[config.mk]
export PLATFORM = sky130hd
export DESIGN_NAME = utf8_char_ngram_extractor_top_flat
export DESIGN_NICKNAME = d
export VERILOG_FILES = /design/src/hdl/ucng_pkg.sv /design/src/hdl/ucng_if.sv /design/src/hdl/ucng_ctrl.sv /design/src/hdl/ucng_dp.sv /design/src/hdl/utf8_char_ngram_extractor_top.sv /design/src/flat_wrapper.sv
export VERILOG_INCLUDE_DIRS = /design/src /design/src/hdl
export SDC_FILE = /design/constraint.sdc
export NUM_CORES = 1
export LEC_CHECK = 0
export BUFFER_PORTS_ARGS = -buffer_cell sky130_fd_sc_hd__buf_4
export CORE_ASPECT_RATIO = 1.2
export CORE_MARGIN = 3
export CORE_UTILIZATION = 56
export CTS_CLUSTER_DIAMETER = 100
export DETAILED_ROUTE_END_ITERATION = 10
export MAX_ROUTING_LAYER = met4
export PLACE_DENSITY_LB_ADDON = 0.15
export SYNTH_ARGS = -nofsm -noshare
export SYNTH_HDL_FRONTEND = slang
export SYNTH_SLANG_ARGS = --single-unit
[constraint.sdc]
create_clock -name clock -period 6.6 [get_ports clock]
set_clock_uncertainty 0.05 [all_clocks]
set_input_delay 0.33 -clock clock [delete_from_list [all_inputs] [get_ports clock]]
set_output_delay 0.33 -clock clock [all_outputs]
set_load 0.05 [all_outputs]
[src/hdl/utf8_char_ngram_extractor_top_defines.svh]
// ----------------------------------------------------------------------------
// UTF-8 character n-gram extractor: assertion macros
// Concurrent assertion helpers shared by the extractor's modules. They are
// empty when SYNTHESIS is defined.
// ----------------------------------------------------------------------------
`ifndef UTF8_CHAR_NGRAM_EXTRACTOR_TOP_DEFINES_SVH
`define UTF8_CHAR_NGRAM_EXTRACTOR_TOP_DEFINES_SVH
`ifndef SYNTHESIS
// The property must hold at every rising clock edge outside reset.
`define UCNG_ASSERT(lbl, clk, rst, prop) \
   lbl: assert property (@(posedge clk) disable iff (rst) prop) \
      else $error("%m: assertion failed");
// The condition must never be true at a rising clock edge outside reset.
`define UCNG_NEVER(lbl, clk, rst, cond) \
   lbl: assert property (@(posedge clk) disable iff (rst) !(cond)) \
      else $error("%m: forbidden condition seen");
`else
`define UCNG_ASSERT(lbl, clk, rst, prop)
`define UCNG_NEVER(lbl, clk, rst, cond)
`endif
`endif

[src/hdl/ucng_pkg.sv]
// ----------------------------------------------------------------------------
// UTF-8 character n-gram extractor package
// Constants, codes and the command and status bundles shared by the
// controller and the datapath.
// ----------------------------------------------------------------------------
`default_nettype none

package ucng_pkg;

   localparam int MAX_GRAM_CHARS = 8;
   localparam int SLOT_BYTES     = 4;
   localparam int BYTE_W         = 8;
   localparam int GSIZE_W        = 4;
   localparam int LEN_W          = 3;
   localparam int BIDX_W         = 2;
   localparam int CSR_IDX_W      = 2;
   localparam int CSR_DATA_W     = 4;
   localparam int CIDX_W         = (MAX_GRAM_CHARS > 1) ? $clog2(MAX_GRAM_CHARS) : 1;
   localparam int FILL_W         = $clog2(MAX_GRAM_CHARS + 1);

   localparam logic [BYTE_W-1:0]  MARK_BYTE     = 8'h5F;
   localparam logic [GSIZE_W-1:0] GRAM_SIZE_RST = 4'd3;

   typedef enum logic [2:0] {
      ST_IDLE,
      ST_PREFIX,
      ST_GRAM,
      ST_SUFFIX,
      ST_STATUS
   } ucng_state_type;

   typedef enum logic [1:0] {
      SRC_MARK,
      SRC_WINDOW,
      SRC_STATUS
   } ucng_src_type;

   typedef enum logic [CSR_IDX_W-1:0] {
      CSR_GRAM_SIZE,
      CSR_ADD_PREFIX,
      CSR_ADD_SUFFIX
   } ucng_csr_type;

   // Controller to datapath.
   typedef struct packed {
      logic         take;
      logic         clear;
      logic         emit;
      ucng_src_type src;
      logic         gram_end;
      logic         last;
   } ucng_cmd_type;

   // Datapath to controller.
   typedef struct packed {
      logic gram_go;
      logic prefix_go;
      logic status_go;
      logic eos_now;
      logic suffix;
      logic status;
      logic byte_last;
      logic char_last;
      logic out_free;
   } ucng_stat_type;

endpackage

`default_nettype wire

[src/hdl/ucng_if.sv]
// ----------------------------------------------------------------------------
// UTF-8 character n-gram extractor channels
// Valid/ready channel bundles for the byte input and the result output.
// ----------------------------------------------------------------------------
`default_nettype none

interface ucng_req_if;
   logic                         valid;
   logic                         ready;
   logic [ucng_pkg::BYTE_W-1:0]  in_byte;
   logic                         end_of_string;

   modport source (output valid, output in_byte, output end_of_string, input ready);
   modport sink   (input valid, input in_byte, input end_of_string, output ready);
endinterface

interface ucng_rsp_if;
   logic                         valid;
   logic                         ready;
   logic                         kind;
   logic [ucng_pkg::BYTE_W-1:0]  out_byte;
   logic                         gram_end;
   logic                         any_grams;
   logic                         last;

   modport source (output valid, output kind, output out_byte, output gram_end,
                   output any_grams, output last, input ready);
   modport sink   (input valid, input kind, input out_byte, input gram_end,
                   input any_grams, input last, output ready);
endinterface

`default_nettype wire

[src/hdl/ucng_ctrl.sv]
// ----------------------------------------------------------------------------
// UTF-8 character n-gram extractor controller
// Sequences acceptance of one byte and the emission of its gram and status
// items.
// ----------------------------------------------------------------------------
`default_nettype none
`include "utf8_char_ngram_extractor_top_defines.svh"

module ucng_ctrl (
   input  wire                     clock,
   input  wire                     reset,
   input  wire                     req_valid,
   output logic                    req_ready,
   input  ucng_pkg::ucng_stat_type stat,
   output ucng_pkg::ucng_cmd_type  cmd
);
   import ucng_pkg::*;

   ucng_state_type state_ff;
   ucng_state_type state_in;

   always_ff @(posedge clock) begin
      if (reset) begin
         state_ff <= ST_IDLE;
      end else begin
         state_ff <= state_in;
      end
   end

   always_comb begin
      state_in     = state_ff;
      cmd          = '0;
      cmd.src      = SRC_MARK;
      req_ready    = 1'b0;
      case (state_ff)
         ST_IDLE: begin
            req_ready = 1'b1;
            if (req_valid) begin
               cmd.take = 1'b1;
               if (stat.gram_go) begin
                  state_in = stat.prefix_go ? ST_PREFIX : ST_GRAM;
               end else if (stat.status_go) begin
                  state_in = ST_STATUS;
               end else begin
                  cmd.clear = stat.eos_now;
               end
            end
         end
         ST_PREFIX: begin
            if (stat.out_free) begin
               cmd.emit = 1'b1;
               cmd.src  = SRC_MARK;
               state_in = ST_GRAM;
            end
         end
         ST_GRAM: begin
            if (stat.out_free) begin
               cmd.emit = 1'b1;
               cmd.src  = SRC_WINDOW;
               if (stat.byte_last && stat.char_last) begin
                  cmd.gram_end = !stat.suffix;
                  cmd.last     = !stat.suffix && !stat.status;
                  if (stat.suffix) begin
                     state_in = ST_SUFFIX;
                  end else if (stat.status) begin
                     state_in = ST_STATUS;
                  end else begin
                     state_in = ST_IDLE;
                  end
               end
            end
         end
         ST_SUFFIX: begin
            if (stat.out_free) begin
               cmd.emit     = 1'b1;
               cmd.src      = SRC_MARK;
               cmd.gram_end = 1'b1;
               cmd.last     = !stat.status;
               state_in     = stat.status ? ST_STATUS : ST_IDLE;
            end
         end
         ST_STATUS: begin
            if (stat.out_free) begin
               cmd.emit  = 1'b1;
               cmd.src   = SRC_STATUS;
               cmd.last  = 1'b1;
               cmd.clear = 1'b1;
               state_in  = ST_IDLE;
            end
         end
         default: begin
            state_in = ST_IDLE;
         end
      endcase
   end

   `UCNG_NEVER(a_emit_needs_room, clock, reset, cmd.emit && !stat.out_free)
   `UCNG_NEVER(a_clear_place, clock, reset, cmd.clear && (state_ff != ST_IDLE) && (state_ff != ST_STATUS))
   `UCNG_ASSERT(a_status_ends, clock, reset, (cmd.emit && (state_ff == ST_STATUS)) |=> (state_ff == ST_IDLE))

endmodule

`default_nettype wire

[src/hdl/ucng_dp.sv]
// ----------------------------------------------------------------------------
// UTF-8 character n-gram extractor datapath
// Configuration registers, UTF-8 decoder, character window, gram read-out
// counters and the result output register.
// ----------------------------------------------------------------------------
`default_nettype none
`include "utf8_char_ngram_extractor_top_defines.svh"

module ucng_dp (
   input  wire                                   clock,
   input  wire                                   reset,
   input  wire  [ucng_pkg::BYTE_W-1:0]           in_byte,
   input  wire                                   end_of_string,
   input  wire                                   csr_we,
   input  wire  [ucng_pkg::CSR_IDX_W-1:0]        csr_index,
   input  wire  [ucng_pkg::CSR_DATA_W-1:0]       csr_wdata,
   input  ucng_pkg::ucng_cmd_type                cmd,
   output ucng_pkg::ucng_stat_type               stat,
   ucng_rsp_if.source                            rsp
);
   import ucng_pkg::*;

   typedef logic [BYTE_W-1:0] slot_type [SLOT_BYTES];

   // Configuration.
   logic [GSIZE_W-1:0] gsize_ff, gsize_in;
   logic               pfx_cfg_ff, pfx_cfg_in;
   logic               sfx_cfg_ff, sfx_cfg_in;

   // String state.
   slot_type           win_ff [MAX_GRAM_CHARS];
   slot_type           win_in [MAX_GRAM_CHARS];
   logic [LEN_W-1:0]   len_ff [MAX_GRAM_CHARS];
   logic [LEN_W-1:0]   len_in [MAX_GRAM_CHARS];
   logic [FILL_W-1:0]  fill_ff, fill_in;
   slot_type           pend_ff, pend_in, pend_new;
   logic [LEN_W-1:0]   pcnt_ff, pcnt_in;
   logic [LEN_W-1:0]   elen_ff, elen_in;
   logic               gdone_ff, gdone_in;
   logic               halt_ff, halt_in;

   // Read-out plan and counters.
   logic               sfx_ff, sfx_in;
   logic               sts_ff, sts_in;
   logic [CIDX_W-1:0]  ci_ff, ci_in;
   logic [BIDX_W-1:0]  bj_ff, bj_in;

   // Output register.
   logic               ov_ff, ov_in;
   logic               kind_ff, kind_in;
   logic [BYTE_W-1:0]  obyte_ff, obyte_in;
   logic               gend_ff, gend_in;
   logic               any_ff, any_in;
   logic               last_ff, last_in;

   // Decode terms.
   logic [GSIZE_W-1:0] n_eff;
   logic [LEN_W-1:0]   lead_len;
   logic [BYTE_W-1:0]  lo, hi;
   logic               dec_ok;
   logic [LEN_W-1:0]   new_cnt;
   logic [LEN_W-1:0]   new_elen;
   logic               complete;
   logic [FILL_W-1:0]  fill_new;
   logic               gram_go;
   logic               status_go;
   logic [LEN_W-1:0]   len_m1;
   logic               byte_last;
   logic               out_free;

   always_comb begin
      n_eff = (gsize_ff > GSIZE_W'(MAX_GRAM_CHARS)) ? GSIZE_W'(MAX_GRAM_CHARS) : gsize_ff;

      if (in_byte == 8'h00) begin
         lead_len = 3'd0;
      end else if (in_byte < 8'h80) begin
         lead_len = 3'd1;
      end else if (in_byte >= 8'hC2 && in_byte <= 8'hDF) begin
         lead_len = 3'd2;
      end else if (in_byte >= 8'hE0 && in_byte <= 8'hEF) begin
         lead_len = 3'd3;
      end else if (in_byte >= 8'hF0 && in_byte <= 8'hF4) begin
         lead_len = 3'd4;
      end else begin
         lead_len = 3'd0;
      end

      lo = 8'h80;
      hi = 8'hBF;
      if (pcnt_ff == 3'd1) begin
         if (pend_ff[0] == 8'hE0) begin
            lo = 8'hA0;
         end else if (pend_ff[0] == 8'hED) begin
            hi = 8'h9F;
         end else if (pend_ff[0] == 8'hF0) begin
            lo = 8'h90;
         end else if (pend_ff[0] == 8'hF4) begin
            hi = 8'h8F;
         end
      end

      if (pcnt_ff == 3'd0) begin
         dec_ok   = (lead_len != 3'd0);
         new_elen = lead_len;
      end else begin
         dec_ok   = (in_byte >= lo) && (in_byte <= hi) && (pcnt_ff < LEN_W'(SLOT_BYTES));
         new_elen = elen_ff;
      end
      new_cnt  = pcnt_ff + 3'd1;
      complete = !halt_ff && dec_ok && (new_cnt >= new_elen);

      if (complete && (fill_ff < FILL_W'(MAX_GRAM_CHARS))) begin
         fill_new = fill_ff + FILL_W'(1);
      end else begin
         fill_new = fill_ff;
      end

      gram_go   = complete && (n_eff != '0) && (GSIZE_W'(fill_new) >= n_eff)
                  && (gdone_ff || !end_of_string);
      status_go = end_of_string && (n_eff != '0);

      pend_new = pend_ff;
      pend_new[pcnt_ff[BIDX_W-1:0]] = in_byte;

      len_m1    = len_ff[ci_ff] - LEN_W'(1);
      byte_last = (bj_ff == len_m1[BIDX_W-1:0]);
      out_free  = !ov_ff || rsp.ready;
   end

   always_comb begin
      stat.gram_go   = gram_go;
      stat.prefix_go = gdone_ff && pfx_cfg_ff;
      stat.status_go = status_go;
      stat.eos_now   = end_of_string;
      stat.suffix    = sfx_ff;
      stat.status    = sts_ff;
      stat.byte_last = byte_last;
      stat.char_last = (ci_ff == CIDX_W'(MAX_GRAM_CHARS - 1));
      stat.out_free  = out_free;
   end

   always_comb begin
      gsize_in   = gsize_ff;
      pfx_cfg_in = pfx_cfg_ff;
      sfx_cfg_in = sfx_cfg_ff;
      win_in     = win_ff;
      len_in     = len_ff;
      fill_in    = fill_ff;
      pend_in    = pend_ff;
      pcnt_in    = pcnt_ff;
      elen_in    = elen_ff;
      gdone_in   = gdone_ff;
      halt_in    = halt_ff;
      sfx_in     = sfx_ff;
      sts_in     = sts_ff;
      ci_in      = ci_ff;
      bj_in      = bj_ff;
      kind_in    = kind_ff;
      obyte_in   = obyte_ff;
      gend_in    = gend_ff;
      any_in     = any_ff;
      last_in    = last_ff;
      ov_in      = ov_ff && !rsp.ready;

      if (cmd.take && !halt_ff) begin
         if (!dec_ok) begin
            halt_in = 1'b1;
         end else begin
            pend_in = pend_new;
            if (complete) begin
               for (int k = 0; k < MAX_GRAM_CHARS - 1; k++) begin
                  win_in[k] = win_ff[k+1];
                  len_in[k] = len_ff[k+1];
               end
               win_in[MAX_GRAM_CHARS-1] = pend_new;
               len_in[MAX_GRAM_CHARS-1] = new_cnt;
               fill_in = fill_new;
               pcnt_in = '0;
               elen_in = '0;
            end else begin
               pcnt_in = new_cnt;
               elen_in = new_elen;
            end
         end
      end

      if (cmd.take) begin
         sfx_in = !end_of_string && sfx_cfg_ff;
         sts_in = status_go;
         if (gram_go) begin
            gdone_in = 1'b1;
            ci_in    = CIDX_W'(MAX_GRAM_CHARS - int'(n_eff));
            bj_in    = '0;
         end
      end

      if (cmd.emit) begin
         ov_in    = 1'b1;
         gend_in  = cmd.gram_end;
         last_in  = cmd.last;
         kind_in  = (cmd.src == SRC_STATUS);
         any_in   = (cmd.src == SRC_STATUS) && gdone_ff;
         case (cmd.src)
            SRC_MARK:   obyte_in = MARK_BYTE;
            SRC_WINDOW: obyte_in = win_ff[ci_ff][bj_ff];
            SRC_STATUS: obyte_in = '0;
            default:    obyte_in = '0;
         endcase
         if (cmd.src == SRC_WINDOW) begin
            if (byte_last) begin
               bj_in = '0;
               ci_in = ci_ff + CIDX_W'(1);
            end else begin
               bj_in = bj_ff + BIDX_W'(1);
            end
         end
      end

      if (cmd.clear) begin
         for (int k = 0; k < MAX_GRAM_CHARS; k++) begin
            len_in[k] = '0;
         end
         fill_in  = '0;
         pcnt_in  = '0;
         elen_in  = '0;
         gdone_in = 1'b0;
         halt_in  = 1'b0;
      end

      if (csr_we) begin
         case (csr_index)
            CSR_GRAM_SIZE:  gsize_in   = csr_wdata;
            CSR_ADD_PREFIX: pfx_cfg_in = csr_wdata[0];
            CSR_ADD_SUFFIX: sfx_cfg_in = csr_wdata[0];
            default: begin
            end
         endcase
      end
   end

   // Control state.
   always_ff @(posedge clock) begin
      if (reset) begin
         gsize_ff   <= GRAM_SIZE_RST;
         pfx_cfg_ff <= 1'b0;
         sfx_cfg_ff <= 1'b0;
         for (int k = 0; k < MAX_GRAM_CHARS; k++) begin
            len_ff[k] <= '0;
         end
         fill_ff    <= '0;
         pcnt_ff    <= '0;
         elen_ff    <= '0;
         gdone_ff   <= 1'b0;
         halt_ff    <= 1'b0;
         ov_ff      <= 1'b0;
      end else begin
         gsize_ff   <= gsize_in;
         pfx_cfg_ff <= pfx_cfg_in;
         sfx_cfg_ff <= sfx_cfg_in;
         len_ff     <= len_in;
         fill_ff    <= fill_in;
         pcnt_ff    <= pcnt_in;
         elen_ff    <= elen_in;
         gdone_ff   <= gdone_in;
         halt_ff    <= halt_in;
         ov_ff      <= ov_in;
      end
   end

   // Payload and plan registers.
   always_ff @(posedge clock) begin
      win_ff   <= win_in;
      pend_ff  <= pend_in;
      sfx_ff   <= sfx_in;
      sts_ff   <= sts_in;
      ci_ff    <= ci_in;
      bj_ff    <= bj_in;
      kind_ff  <= kind_in;
      obyte_ff <= obyte_in;
      gend_ff  <= gend_in;
      any_ff   <= any_in;
      last_ff  <= last_in;
   end

   assign rsp.valid     = ov_ff;
   assign rsp.kind      = kind_ff;
   assign rsp.out_byte  = obyte_ff;
   assign rsp.gram_end  = gend_ff;
   assign rsp.any_grams = any_ff;
   assign rsp.last      = last_ff;

   `UCNG_NEVER(a_fill_bound, clock, reset, fill_ff > FILL_W'(MAX_GRAM_CHARS))
   `UCNG_NEVER(a_status_is_last, clock, reset, ov_ff && kind_ff && !last_ff)

endmodule

`default_nettype wire

[src/hdl/utf8_char_ngram_extractor_top.sv]
// ----------------------------------------------------------------------------
// UTF-8 character n-gram extractor
// Decodes UTF-8 bytes, keeps the last eight characters and emits character
// n-grams byte by byte and, for gram size > 0, one status item per string.
// ----------------------------------------------------------------------------
// Flow: a byte is taken only in the idle state. Its prefix, gram, suffix and
// status items then enter the output register from the matching states,
// one result item per cycle while the receiver is ready; the next byte is
// taken once all of them have been handed to that single output register.
// Reset: synchronous, active high; clears control state and loads register
// defaults at once, with no clearing pass over the character window.
`default_nettype none

module utf8_char_ngram_extractor_top (
   input  wire                                clock,
   input  wire                                reset,
   ucng_req_if.sink                           req,
   ucng_rsp_if.source                         rsp,
   input  wire                                csr_we,
   input  wire  [ucng_pkg::CSR_IDX_W-1:0]     csr_index,
   input  wire  [ucng_pkg::CSR_DATA_W-1:0]    csr_wdata
);
   import ucng_pkg::*;

   // The controller and the datapath talk only through these two bundles.
   ucng_cmd_type  cmd;
   ucng_stat_type stat;
   logic          req_ready;

   // The controller owns the input handshake. It takes a byte only when it
   // is idle, i.e. once every item of the previous byte has been handed to
   // the output register; an item still waiting there does not hold up the
   // next byte.
   ucng_ctrl u_ctrl (
      .clock     (clock),
      .reset     (reset),
      .req_valid (req.valid),
      .req_ready (req_ready),
      .stat      (stat),
      .cmd       (cmd)
   );

   assign req.ready = req_ready;

   // The datapath decodes the accepted byte in the cycle it is taken, shifts
   // completed characters into the window, then walks the gram one byte per
   // cycle into the output register, which drives rsp, while it has room.
   ucng_dp u_dp (
      .clock         (clock),
      .reset         (reset),
      .in_byte       (req.in_byte),
      .end_of_string (req.end_of_string),
      .csr_we        (csr_we),
      .csr_index     (csr_index),
      .csr_wdata     (csr_wdata),
      .cmd           (cmd),
      .stat          (stat),
      .rsp           (rsp)
   );

endmodule

`default_nettype wire

[src/flat_wrapper.sv]
// flat-port wrapper written by rule: the top's interface ports become plain ports
module utf8_char_ngram_extractor_top_flat import ucng_pkg::*;
  (clock, reset, csr_we, csr_index, csr_wdata, req_valid, req_in_byte, req_end_of_string, req_ready, rsp_valid, rsp_kind, rsp_out_byte, rsp_gram_end, rsp_any_grams, rsp_last, rsp_ready);
  ucng_req_if req_i ();
  ucng_rsp_if rsp_i ();
  input  wire clock;
  input  wire reset;
  input  wire csr_we;
  input  wire  [ucng_pkg::CSR_IDX_W-1:0] csr_index;
  input  wire  [ucng_pkg::CSR_DATA_W-1:0] csr_wdata;
  input wire logic [$bits(req_i.valid)-1:0] req_valid;
  input wire logic [$bits(req_i.in_byte)-1:0] req_in_byte;
  input wire logic [$bits(req_i.end_of_string)-1:0] req_end_of_string;
  output wire logic [$bits(req_i.ready)-1:0] req_ready;
  output wire logic [$bits(rsp_i.valid)-1:0] rsp_valid;
  output wire logic [$bits(rsp_i.kind)-1:0] rsp_kind;
  output wire logic [$bits(rsp_i.out_byte)-1:0] rsp_out_byte;
  output wire logic [$bits(rsp_i.gram_end)-1:0] rsp_gram_end;
  output wire logic [$bits(rsp_i.any_grams)-1:0] rsp_any_grams;
  output wire logic [$bits(rsp_i.last)-1:0] rsp_last;
  input wire logic [$bits(rsp_i.ready)-1:0] rsp_ready;
  assign req_i.valid = req_valid;
  assign req_i.in_byte = req_in_byte;
  assign req_i.end_of_string = req_end_of_string;
  assign req_ready = req_i.ready;
  assign rsp_valid = rsp_i.valid;
  assign rsp_kind = rsp_i.kind;
  assign rsp_out_byte = rsp_i.out_byte;
  assign rsp_gram_end = rsp_i.gram_end;
  assign rsp_any_grams = rsp_i.any_grams;
  assign rsp_last = rsp_i.last;
  assign rsp_i.ready = rsp_ready;
  utf8_char_ngram_extractor_top u_core (.clock(clock), .reset(reset), .req(req_i), .rsp(rsp_i), .csr_we(csr_we), .csr_index(csr_index), .csr_wdata(csr_wdata));
endmodule
==> flow_metrics.py, run 1 <==
metrics = {
    "outcome": {
        "outcome": "completed",
    },
    "clock_network": {
        "clk_pin_slew_ns": 0.06,
        "cts_inserted_buffers": 35,
        "cts-root-buf": "clkbuf_16",
        "cts-htree-levels": 2,
        "cts_resized": 0,
        "cts_num_sinks": 345,
        "cts.path.max_buffers": 3,
        "clock_latency_ns": 0.51,
        "cts_tree": "done",
    },
    "sta": {
        "rsz0062_at_grt": "false",
        "fmaxAchievable_mhz": 194.4,
        "slew_headroom_pct": 23.95,
        "maxSlewViolCount": 0,
        "setup_tns_ns": 0,
        "min_period_ns": 5.143,
        "setup_viol": 0,
        "final_hold_viol_count": 0,
        "fin_crit_sh_pct": 77.92,
        "whs_ns": 0.01882,
        "tightest_slew_ns": 1.137,
    },
    "setup_path": {
        "cp-end-kind": "flip-flop",
        "r2r_start": "u_core.u_dp.pcnt_ff[0]",
        "r2r-end": "u_core.u_dp.ci_ff[2]",
        "critPathMaxStageDelay_ns": 0.48,
        "critical_path_peak_fanout": 9,
        "reg2reg_slack_ns": 1.46,
        "cp-startpoint": "u_core.u_dp.pcnt_ff[0]",
        "reg2reg_depth": 19,
        "crit_type": "reg -> reg",
        "arrival_ns": 5.47,
        "slowest_stage": "ha_1",
        "path_cells": "ha_1, nor4bb_1, nand3_1, nor2_1, nor4bb_1, ha_1, nand3b_1, o221ai_2, a31oi_1, a21o_4, nand2b_1, mux2_2, ha_1, a21o_1, a211oi_1, or4_1, nor3_2, mux2i_1, a21oi_1",
        "required_ns": 6.93,
        "cp-start-kind": "flip-flop",
        "cpMostUsedCell": "ha_1",
    },
    "pwr": {
        "vdd_drop_max_uv": 307.8,
        "power.density_nw_per_um2": 473.4,
        "power_mw": 7.543,
        "p_leak_nw": 5.318,
    },
    "synth": {
        "synth_edf_count": 302,
        "synth_xor_xnor_area_share_pct": 0.4938,
        "yosys.area_share.simple_pct": 5.556,
        "ys.flop_type": "edfxtp_1",
        "syn_inst": 806,
        "synth_top_family_by_area": "multiplexers",
        "ys_warn_count": 0,
        "seq_area_frac_synth_pct": 69.98,
        "avgSynthCellArea_um2": 17.60,
        "synth_compound_area_share_pct": 3.792,
        "yosysUniqueCellTypes": 53,
        "synthArstFlopShare_pct": 0,
        "synthAdderAreaFrac_pct": 1.675,
        "syn_area_um2": 14190,
        "muxShareOfSynthArea_pct": 16.80,
        "ys_seq_elements": 345,
        "synth_nets": 845,
    },
    "detailed_routing": {
        "routedWlPerCell_um": 22.29,
        "drcViolationCount": 0,
        "postRouteAntennaNets": 0,
        "drt-pass1-iter-count": 5,
        "wl_um": 26570,
        "vias_per_cell": 6.138,
        "initialDrtViolationCount": 522,
        "num_vias": 7317,
    },
    "place": {
        "dp_hpwl_um": 16320,
        "io_buffer_count": 33,
        "dpl_cell_area_um2": 14750,
        "gp_congestion": 0.8342,
    },
    "global_routing": {
        "overflow": 0,
        "antenna_found_initial": 0,
        "grt_usage_pct": 20.58,
        "first_global_vias": 7527,
        "grt_max_degree": 131,
        "grt_pass1_wl_um": 42440,
    },
    "layout": {
        "fin_util_pct": 64.17,
        "final_area_um2": 15930,
        "area.growth.synth_to_final_pct": 12.30,
        "nFillCells": 1726,
        "diodes": 0,
        "drive_gt1_share_pct": 25.03,
        "finalNetCount": 881,
    },
    "floorplan": {
        "num_io_pins": 34,
        "dieWidth_um": 151.3,
        "core_area_um2": 24830,
        "rows": 63,
        "fp.dieArea_um2": 27290,
        "start_util_pct": 57.14,
        "fp.dieH_um": 180.4,
    },
    "hold_path": {
        "min_path_type": "in -> reg",
        "whs_path_depth": 2,
        "min_from": "csr_wdata[0]",
        "holdPathEnd": "u_core.u_dp.gsize_ff[0]",
    },
    "job": {
        "cap_violations": 0,
    },
}
cells in the final DEF (no fill, tap or decap), types with 3 or more instances in the layout:
cell type	synthesis	layout
a211o_1	3	3
a211oi_1	7	7
a21o_1	4	4
a21oi_1	38	38
a31oi_1	7	7
buf_4	2	38
bufinv_16	0	5
clkbuf_1	24	5
clkbuf_16	0	37
clkinv_1	0	7
clkinv_2	0	3
dfxtp_1	43	40
edfxtp_1	302	302
ha_1	19	19
inv_1	14	13
mux2_2	37	37
mux2i_1	21	21
mux4_2	78	78
nand2_1	53	53
nand2b_1	9	9
nand3_1	8	8
nand3b_1	6	6
nor2_1	40	40
nor2b_1	8	8
nor3_1	12	12
nor3b_1	4	4
o21ai_0	6	6
or3_1	6	6
xor2_1	8	8
kinds of logic after synthesis:
| group | count (synthesis) |
|---|---|
| buffers and inverters | 57 |
| AND/OR/NAND/NOR | 160 |
| flip-flops | 345 |
| adder cells (fa/ha/maj) | 19 |
| multiplexers | 136 |
| AO/OA/AOI/OAI | 81 |
| XOR/XNOR | 8 |
how the worst max path moves through the flow:
stage	cells after the start	slack (ns)	endpoint
6_report	19	1.46	u_core.u_dp.ci_ff[2]
3_3_place_gp	18	1.75	u_core.u_dp.bj_ff[1]
5_1_grt	19	0.99	u_core.u_dp.ci_ff[2]
2_1_floorplan	11	0.07	u_core.u_dp.win_ff[0]
3_5_place_dp	19	1.50	u_core.u_dp.ci_ff[2]
4_1_cts	19	1.44	u_core.u_dp.ci_ff[2]
synthesized netlist by cell type (7+ instances only):
| library cell | number | area, µm² |
|---|---|---|
| nor2_1 | 40 | 150.1 |
| mux2_2 | 37 | 416.7 |
| xor2_1 | 8 | 70.07 |
| nand2_1 | 53 | 198.9 |
| dfxtp_1 | 43 | 860.8 |
| a31oi_1 | 7 | 43.79 |
| nand2b_1 | 9 | 56.30 |
| mux4_2 | 78 | 1757 |
| nand3_1 | 8 | 40.04 |
| a211oi_1 | 7 | 52.55 |
| ha_1 | 19 | 237.7 |
| mux2i_1 | 21 | 210.2 |
| nor3_1 | 12 | 60.06 |
| nor2b_1 | 8 | 50.05 |
| buf_2 | 10 | 50.05 |
| a21oi_1 | 38 | 190.2 |
| edfxtp_1 | 302 | 9069 |
| inv_1 | 14 | 52.55 |
| clkbuf_1 | 24 | 90.09 |
through the flow:
| step | std cells | worst slack, ns |
|---|---|---|
| floorplan | 806 | 0.07492 |
| global placement | 1129 | 1.754 |
| detailed placement | 1129 | 1.500 |
| CTS | 1192 | 1.436 |
| global route | 1192 | 0.9942 |
| finish | 1192 | 1.457 |
critical path, delay by kind of cell (launching register included):
family	cells	cell delay, ns
muxes	2	0.62
adders and majority gates	3	1.07
AOI/OAI and AO/OA	6	0.85
DFF	1	0.43
and+or+nand+nor	8	1.99
area by class of cell:
cell class | instances | area, µm² | share of cell area [%]
clock buffers | 42 | 944.7 | 5.929
clock inverters | 20 | 230.2 | 1.445
inverters | 15 | 63.81 | 0.4005
multi-input cells | 404 | 4018 | 25.21
flip-flops and latches | 345 | 9936 | 62.36
well taps | 325 | 406.6 | 2.552
repair buffers | 41 | 335.3 | 2.104
state kept, by name, indices dropped and copies added, names as in the netlist, 2 cells and up:
register / cells
u_core.u_dp.win_ff: 256
u_core.u_dp.pend_ff: 32
u_core.u_dp.len_ff: 16
u_core.u_dp.rsp.out_byte: 8
u_core.u_dp.fill_ff: 4
u_core.u_dp.gsize_ff: 4
u_core.u_ctrl.state_ff: 3
u_core.u_dp.ci_ff: 3
u_core.u_dp.elen_ff: 3
u_core.u_dp.pcnt_ff: 3
u_core.u_dp.bj_ff: 2
power breakdown:
part | leakage (nW) | internal, mW | switching (mW)
sequential | 3.15 | 3.15 | 0.408
combinational | 1.60 | 0.904 | 1.07
clock | 0.569 | 1.22 | 0.794
total | 5.32 | 5.27 | 2.27
what timing repair did:
action                                  CTS  global route
hold buffers                              1             0
endpoints found under the setup margin    0             0
endpoints found under the hold margin     1             0
setup buffers                             0             0
routing by layer:
| layer | vias up | global-route usage [%] | routed length, µm |
|---|---|---|---|
| li1 | 3276 | - | - |
| met1 | 3806 | 27.78 | 11150 |
| met2 | 182 | 32.35 | 13520 |
| met3 | 53 | 3.447 | 1111 |
| met4 | 0 | 6.676 | 784 |
| met5 | - | - | 0 |
Note: power is estimated with default switching activity, not from simulation.
==> run 2, diff against run 1 <==
--- a/config.mk
+++ b/config.mk
@@ -9,7 +9,7 @@
 export BUFFER_PORTS_ARGS = -buffer_cell sky130_fd_sc_hd__buf_4
 export CORE_ASPECT_RATIO = 1.2
 export CORE_MARGIN = 3
-export CORE_UTILIZATION = 56
+export CORE_UTILIZATION = 62
 export CTS_CLUSTER_DIAMETER = 100
 export DETAILED_ROUTE_END_ITERATION = 10
 export MAX_ROUTING_LAYER = met4
==> constraint.sdc (replaced) <==
create_clock -name clock -period 5 [get_ports clock]
set_clock_uncertainty 0.05 [all_clocks]
set_input_delay 0.25 -clock clock [delete_from_list [all_inputs] [get_ports clock]]
set_output_delay 0.25 -clock clock [all_outputs]
set_load 0.05 [all_outputs]
==> run 2 against run 1 <==
Net effect:
- sequential cell count unchanged
- worst hold slack improved by 0.039 ns
- clock power increased by 19%
- sequential share of layout area increased by 0.13 points
- die area decreased by 9.3%
- critical path depth unchanged
- via count decreased by 0.60%
- largest power group unchanged
==> flow_metrics.py, run 2 (synthesized netlist as in run 1, its figures left out) <==
metrics = {
    "outcome": {
        "outcome": "completed",
    },
    "pwr": {
        "p_leak_nw": 5.335,
        "power.density_nw_per_um2": 613.7,
        "vdd_drop_max_uv": 442.1,
    },
    "layout": {
        "multi_input_area_um2": 4024,
        "finalNetCount": 896,
        "drive_gt1_share_pct": 24.86,
        "register_area_um2": 9936,
        "layout_commonest_cell": "edfxtp_1",
        "diodes": 0,
        "final_cell_mix": "edfxtp_1, mux4_2, nand2_1",
        "regMostFlops": "u_core.u_dp.win_ff",
        "final_cells": 1160,
        "final_area_um2": 15900,
        "largest_register_ffs": 256,
        "reg.largest.list": "u_core.u_dp.win_ff x256, u_core.u_dp.pend_ff x32, u_core.u_dp.len_ff x16",
        "nFillCells": 1381,
        "area.growth.synth_to_final_pct": 12.06,
    },
    "global_routing": {
        "antenna_found_initial": 0,
        "first_global_vias": 7509,
        "grt_max_degree": 79,
        "grt_usage_pct": 22.37,
        "overflow": 0,
        "grt_pass1_wl_um": 41300,
    },
    "sta": {
        "setup_viol": 0,
        "fmaxAchievable_mhz": 216.6,
        "maxSlewViolCount": 0,
        "setup_tns_ns": 0,
        "slew_headroom_pct": 23.79,
        "setup_ws_ns": 0.3841,
        "fin_crit_sh_pct": 92.32,
        "min_period_ns": 4.616,
        "tightest_slew_ns": 1.143,
        "final_hold_viol_count": 0,
    },
    "floorplan": {
        "core_area_um2": 22450,
        "num_io_pins": 34,
        "start_util_pct": 63.21,
        "fp.dieArea_um2": 24740,
        "dieWidth_um": 144.1,
        "fp.dieH_um": 171.7,
        "rows": 60,
    },
    "clock_network": {
        "cts_tree": "done",
        "cts_inserted_buffers": 35,
        "clk_pin_slew_ns": 0.06,
        "cts-root-buf": "clkbuf_16",
        "cts_num_sinks": 345,
        "cts.path.max_buffers": 3,
        "clock_latency_ns": 0.50,
        "cts-htree-levels": 2,
        "post_cts_buffers": 0,
    },
    "setup_path": {
        "cpMostUsedCell": "ha_1",
        "cp_top_family": "simple AND/OR/NAND/NOR gates",
        "worst-path-buf-inv": 0,
        "cp-end-kind": "flip-flop",
        "crit_type": "reg -> reg",
        "arrival_ns": 4.95,
        "required_ns": 5.34,
        "slowest_stage": "or4_1",
        "critPathMaxStageDelay_ns": 0.48,
        "critical_path_peak_fanout": 7,
        "path_cells": "ha_1, nor4bb_1, nand3_1, nor2_1, nor4bb_1, ha_1, nand3b_1, o221ai_2, a31oi_1, a21o_4, nand2b_1, mux2_2, ha_1, a21o_1, a211oi_1, or4_1, nor3_4, o22ai_1, a32o_1",
        "cp-start-kind": "flip-flop",
    },
    "hold_path": {
        "min_path_type": "in -> reg",
    },
    "detailed_routing": {
        "wl_um": 26090,
        "drt-pass1-iter-count": 7,
        "vias_per_cell": 6.270,
        "postRouteAntennaNets": 0,
        "routedWlPerCell_um": 22.49,
        "num_vias": 7273,
        "drcViolationCount": 0,
        "initialDrtViolationCount": 562,
    },
    "place": {
        "place_inst": 1092,
        "dp_hpwl_um": 16380,
        "io_buffer_count": 33,
        "dpl_cell_area_um2": 14780,
        "gp_congestion": 0.8495,
        "dp_slack_ns": 0.1425,
    },
    "job": {
        "cap_violations": 0,
    },
}
-- run 2: metrics by stage --
stage / power [mW] / hold WS, ns / util [%]
6_report: 9.758 / 0.05743 / 70.84
5_1_grt: 10.23 / 0.07514 / 70.84
4_1_cts: 9.874 / 0.02945 / 70.81
3_5_place_dp: 7.448 / 0.3806 / 65.86
3_3_place_gp: 7.280 / 0.3753 / 65.86
2_1_floorplan: 6.569 / 0.3179 / -
-- run 2: final cells by class --
type / count / area share (%)
inverter: 15 / 0.4013
timing repair buffer: 56 / 3.069
clock inverter: 18 / 0.8420
clock buffer: 43 / 5.697
tap: 279 / 2.195
sequential: 345 / 62.49
multi-input combinational: 404 / 25.31
-- run 2: path summary, 6_finish.rpt --
kind / from / end / slack (ns) / cells past startpoint
worst min-delay path: rsp_ready / u_core.u_dp.rsp.valid / 0.06 / 3
worst max-delay path: u_core.u_dp.pcnt_ff[0] / u_core.u_dp.bj_ff[1] / 0.38 / 19
worst max register to register: u_core.u_dp.pcnt_ff[0] / u_core.u_dp.bj_ff[1] / 0.38 / 19
worst min register to register: u_core.u_dp.win_ff[55] / u_core.u_dp.win_ff[87] / 0.38 / 0
-- run 2: worst register-to-register path, cell delays in order, from the launching register on --
cell	delay (ns)
dfxtp_1	0.44
ha_1	0.21
nor4bb_1	0.21
nand3_1	0.15
nor2_1	0.17
nor4bb_1	0.24
ha_1	0.28
nand3b_1	0.11
o221ai_2	0.09
a31oi_1	0.26
a21o_4	0.18
nand2b_1	0.16
mux2_2	0.35
ha_1	0.29
a21o_1	0.12
a211oi_1	0.06
or4_1	0.48
nor3_4	0.30
o22ai_1	0.13
a32o_1	0.24
-- run 2: repair_timing --
action,CTS,global route
setup endpoints to repair,0,3
hold buffers,7,0
endpoints found under the hold margin,8,0
gates resized for setup,0,1
-- run 2: where the power goes --
| part | switching (mW) | internal, mW |
|---|---|---|
| Clock | 1.01 | 1.39 |
| Sequential | 0.546 | 4.15 |
| Combinational | 1.42 | 1.24 |
| Total | 2.98 | 6.77 |
-- run 2: metal layers --
layer | up-vias | GRT usage [%] | share of wire [%] | wire (µm)
met1 | 3746 | 30.47 | 42 | 11040
met2 | 178 | 35.93 | 51 | 13330
met4 | 0 | 5.856 | 2.2 | 561
li1 | 3301 | - | - | -
met5 | - | - | 0 | 0
met3 | 48 | 3.671 | 4.5 | 1163
==> run 3, diff against run 2 <==
--- a/config.mk
+++ b/config.mk
@@ -7,8 +7,8 @@
 export NUM_CORES = 1
 export LEC_CHECK = 0
 export BUFFER_PORTS_ARGS = -buffer_cell sky130_fd_sc_hd__buf_4
-export CORE_ASPECT_RATIO = 1.2
-export CORE_MARGIN = 3
+export CAP_MARGIN = 10
+export CORE_MARGIN = 4
 export CORE_UTILIZATION = 62
 export CTS_CLUSTER_DIAMETER = 100
 export DETAILED_ROUTE_END_ITERATION = 10
==> run 3 against run 2 <==
Net effect:
- worst hold slack better by 0.0087 ns
- sequential cell count unchanged
- register-to-register slack worse by 0.16 ns
- final area up 0.79%
- critical endpoint unchanged
- worst setup slack worse by 0.16 ns
- critical path depth up 1
- via count up 1.9%
==> flow_metrics.py, run 3 (synthesized netlist as in run 1, its figures left out) <==
metrics = {
    "global_routing": {
        "overflow": 0,
        "grt_max_degree": 65,
        "grt_usage_pct": 21.88,
        "antenna_found_initial": 0,
        "first_global_vias": 7781,
        "grt_pass1_wl_um": 42930,
    },
    "pwr": {
        "p_leak_nw": 5.386,
        "p_clk_share_pct": 25.3,
        "p_comb_share_pct": 27.9,
        "swShare_pct": 30.58,
        "p_int_mw": 6.859,
        "power_frac_seq_pct": 46.8,
        "vdd_drop_max_uv": 341.5,
        "power.density_nw_per_um2": 616.5,
        "power_mw": 9.880,
        "switchingPower_mw": 3.021,
    },
    "layout": {
        "largest_register_ffs": 256,
        "final_cells": 1173,
        "layout_commonest_cell": "edfxtp_1",
        "regMostFlops": "u_core.u_dp.win_ff",
        "multi_input_area_um2": 4033,
        "nFillCells": 1405,
        "drive_gt1_share_pct": 25.90,
        "diodes": 0,
        "area.growth.synth_to_final_pct": 12.95,
        "register_area_um2": 9937,
        "finalNetCount": 902,
        "reg.largest.list": "u_core.u_dp.win_ff x256, u_core.u_dp.pend_ff x32, u_core.u_dp.len_ff x16",
        "final_cell_mix": "edfxtp_1, mux4_2, nand2_1",
    },
    "detailed_routing": {
        "initialDrtViolationCount": 752,
        "vias_per_cell": 6.315,
        "drt-pass1-iter-count": 7,
        "wl_um": 26550,
        "postRouteAntennaNets": 0,
        "routedWlPerCell_um": 22.63,
        "num_vias": 7408,
        "drcViolationCount": 0,
    },
    "sta": {
        "setup_viol": 0,
        "tightest_slew_ns": 1.196,
        "slew_headroom_pct": 20.24,
        "maxSlewViolCount": 0,
        "fin_crit_sh_pct": 95.52,
        "min_period_ns": 4.776,
        "final_hold_viol_count": 0,
        "fmaxAchievable_mhz": 209.4,
        "rsz0062_at_grt": "false",
        "setup_tns_ns": 0,
        "setup_ws_ns": 0.2242,
    },
    "clock_network": {
        "cts_tree": "done",
        "cts_num_sinks": 345,
        "cts-htree-levels": 2,
        "cts-root-buf": "clkbuf_16",
        "clock_latency_ns": 0.52,
        "clk_pin_slew_ns": 0.06,
        "cts.path.max_buffers": 3,
        "cts_inserted_buffers": 36,
    },
    "hold_path": {
        "min_from": "rsp_ready",
        "min_path_type": "in -> reg",
    },
    "setup_path": {
        "reg2reg_slack_ns": 0.22,
        "critPathMaxStageDelay_ns": 0.47,
        "cp_top_family": "simple AND/OR/NAND/NOR gates",
        "cp-start-kind": "flip-flop",
        "crit_type": "reg -> reg",
        "cp-startpoint": "u_core.u_dp.pcnt_ff[1]",
        "required_ns": 5.34,
        "cpMostUsedCell": "ha_1",
        "path_cells": "inv_1, ha_1, nor4bb_1, nand3_1, nor2_1, nor4bb_2, ha_1, nand3b_1, o221ai_2, a31oi_1, a21o_4, nand2b_1, mux2_2, ha_1, a21o_1, a211oi_1, or4_1, nor3_4, o22ai_1, a32o_1",
        "r2r_start": "u_core.u_dp.pcnt_ff[1]",
        "cp-end-kind": "flip-flop",
        "critical_path_peak_fanout": 7,
        "arrival_ns": 5.11,
        "worst-path-buf-inv": 1,
        "slowest_stage": "or4_1",
    },
    "outcome": {
        "outcome": "completed",
    },
    "floorplan": {
        "fp.dieH_um": 159.3,
        "core_area_um2": 22570,
        "rows": 55,
        "start_util_pct": 62.86,
        "num_io_pins": 34,
        "dieWidth_um": 159.3,
        "fp.dieArea_um2": 25370,
    },
    "place": {
        "gp_congestion": 0.8376,
        "dp_hpwl_um": 16820,
        "dp_slack_ns": 0.1689,
        "io_buffer_count": 33,
        "place_inst": 1102,
    },
    "job": {
        "cap_violations": 0,
    },
}
[run 3: changes by cell type in the layout (fill, tap and decap cells not counted), sizes merged]
cell and delta:
clkinv -3, clkinvlp +1, clkbuf +4, buf +5
[run 3: path summary, 6_finish.rpt]
kind	to	cells after the start
worst max register to register	u_core.u_dp.bj_ff[1]	20
worst max-delay path	u_core.u_dp.bj_ff[1]	20
worst min register to register	u_core.u_dp.win_ff[157]	0
worst min-delay path	u_core.u_dp.rsp.valid	3
[run 3: cell type report]
type,instances,area share (%)
Timing Repair Buffer,61,3.357
Clock inverter,16,0.9057
Sequential cell,345,62.01
Inverter,15,0.3982
Tap cell,285,2.225
Clock buffer,47,5.942
Multi-Input combinational cell,404,25.16
[run 3: worst register-to-register path: cells and delay by family, from the launching register on]
family | cells | cell delay, ns
buf+inv | 1 | 0.09
fa+ha+maj | 3 | 0.72
simple gates | 8 | 2.00
mux | 1 | 0.35
flops | 1 | 0.34
compound gates | 7 | 1.12
[run 3: layer usage]
layer	vias up	track usage (%)	routed length (µm)
met3	62	3.831	1352
li1	3313	-	-
met4	0	6.785	699
met2	223	35.35	13420
met5	-	-	0
met1	3810	29.08	11070
[run 3: through the flow]
stage	area, µm²	util [%]	hold WS, ns
2_1_floorplan	14190	-	0.3179
3_3_place_gp	14830	65.72	0.3736
3_5_place_dp	14830	65.72	0.3784
4_1_cts	16000	70.89	0.03567
5_1_grt	16030	71.00	0.04761
6_report	16030	71.00	0.06610
[run 3: repair_timing]
item	CTS	global route
setup endpoints to repair	0	6
resized for setup	0	4
hold endpoints to repair	8	0
hold buffers	7	0
setup buffers	0	1
[run 3: power groups by stage]
stage	logic (mW)	registers [mW]	clock network [mW]
floorplan	1.98	4.59	0
global placement	2.68	4.62	0
detailed placement	2.77	4.68	0
CTS	2.78	4.64	2.56
global route	2.97	4.72	2.69
finish	2.76	4.63	2.50
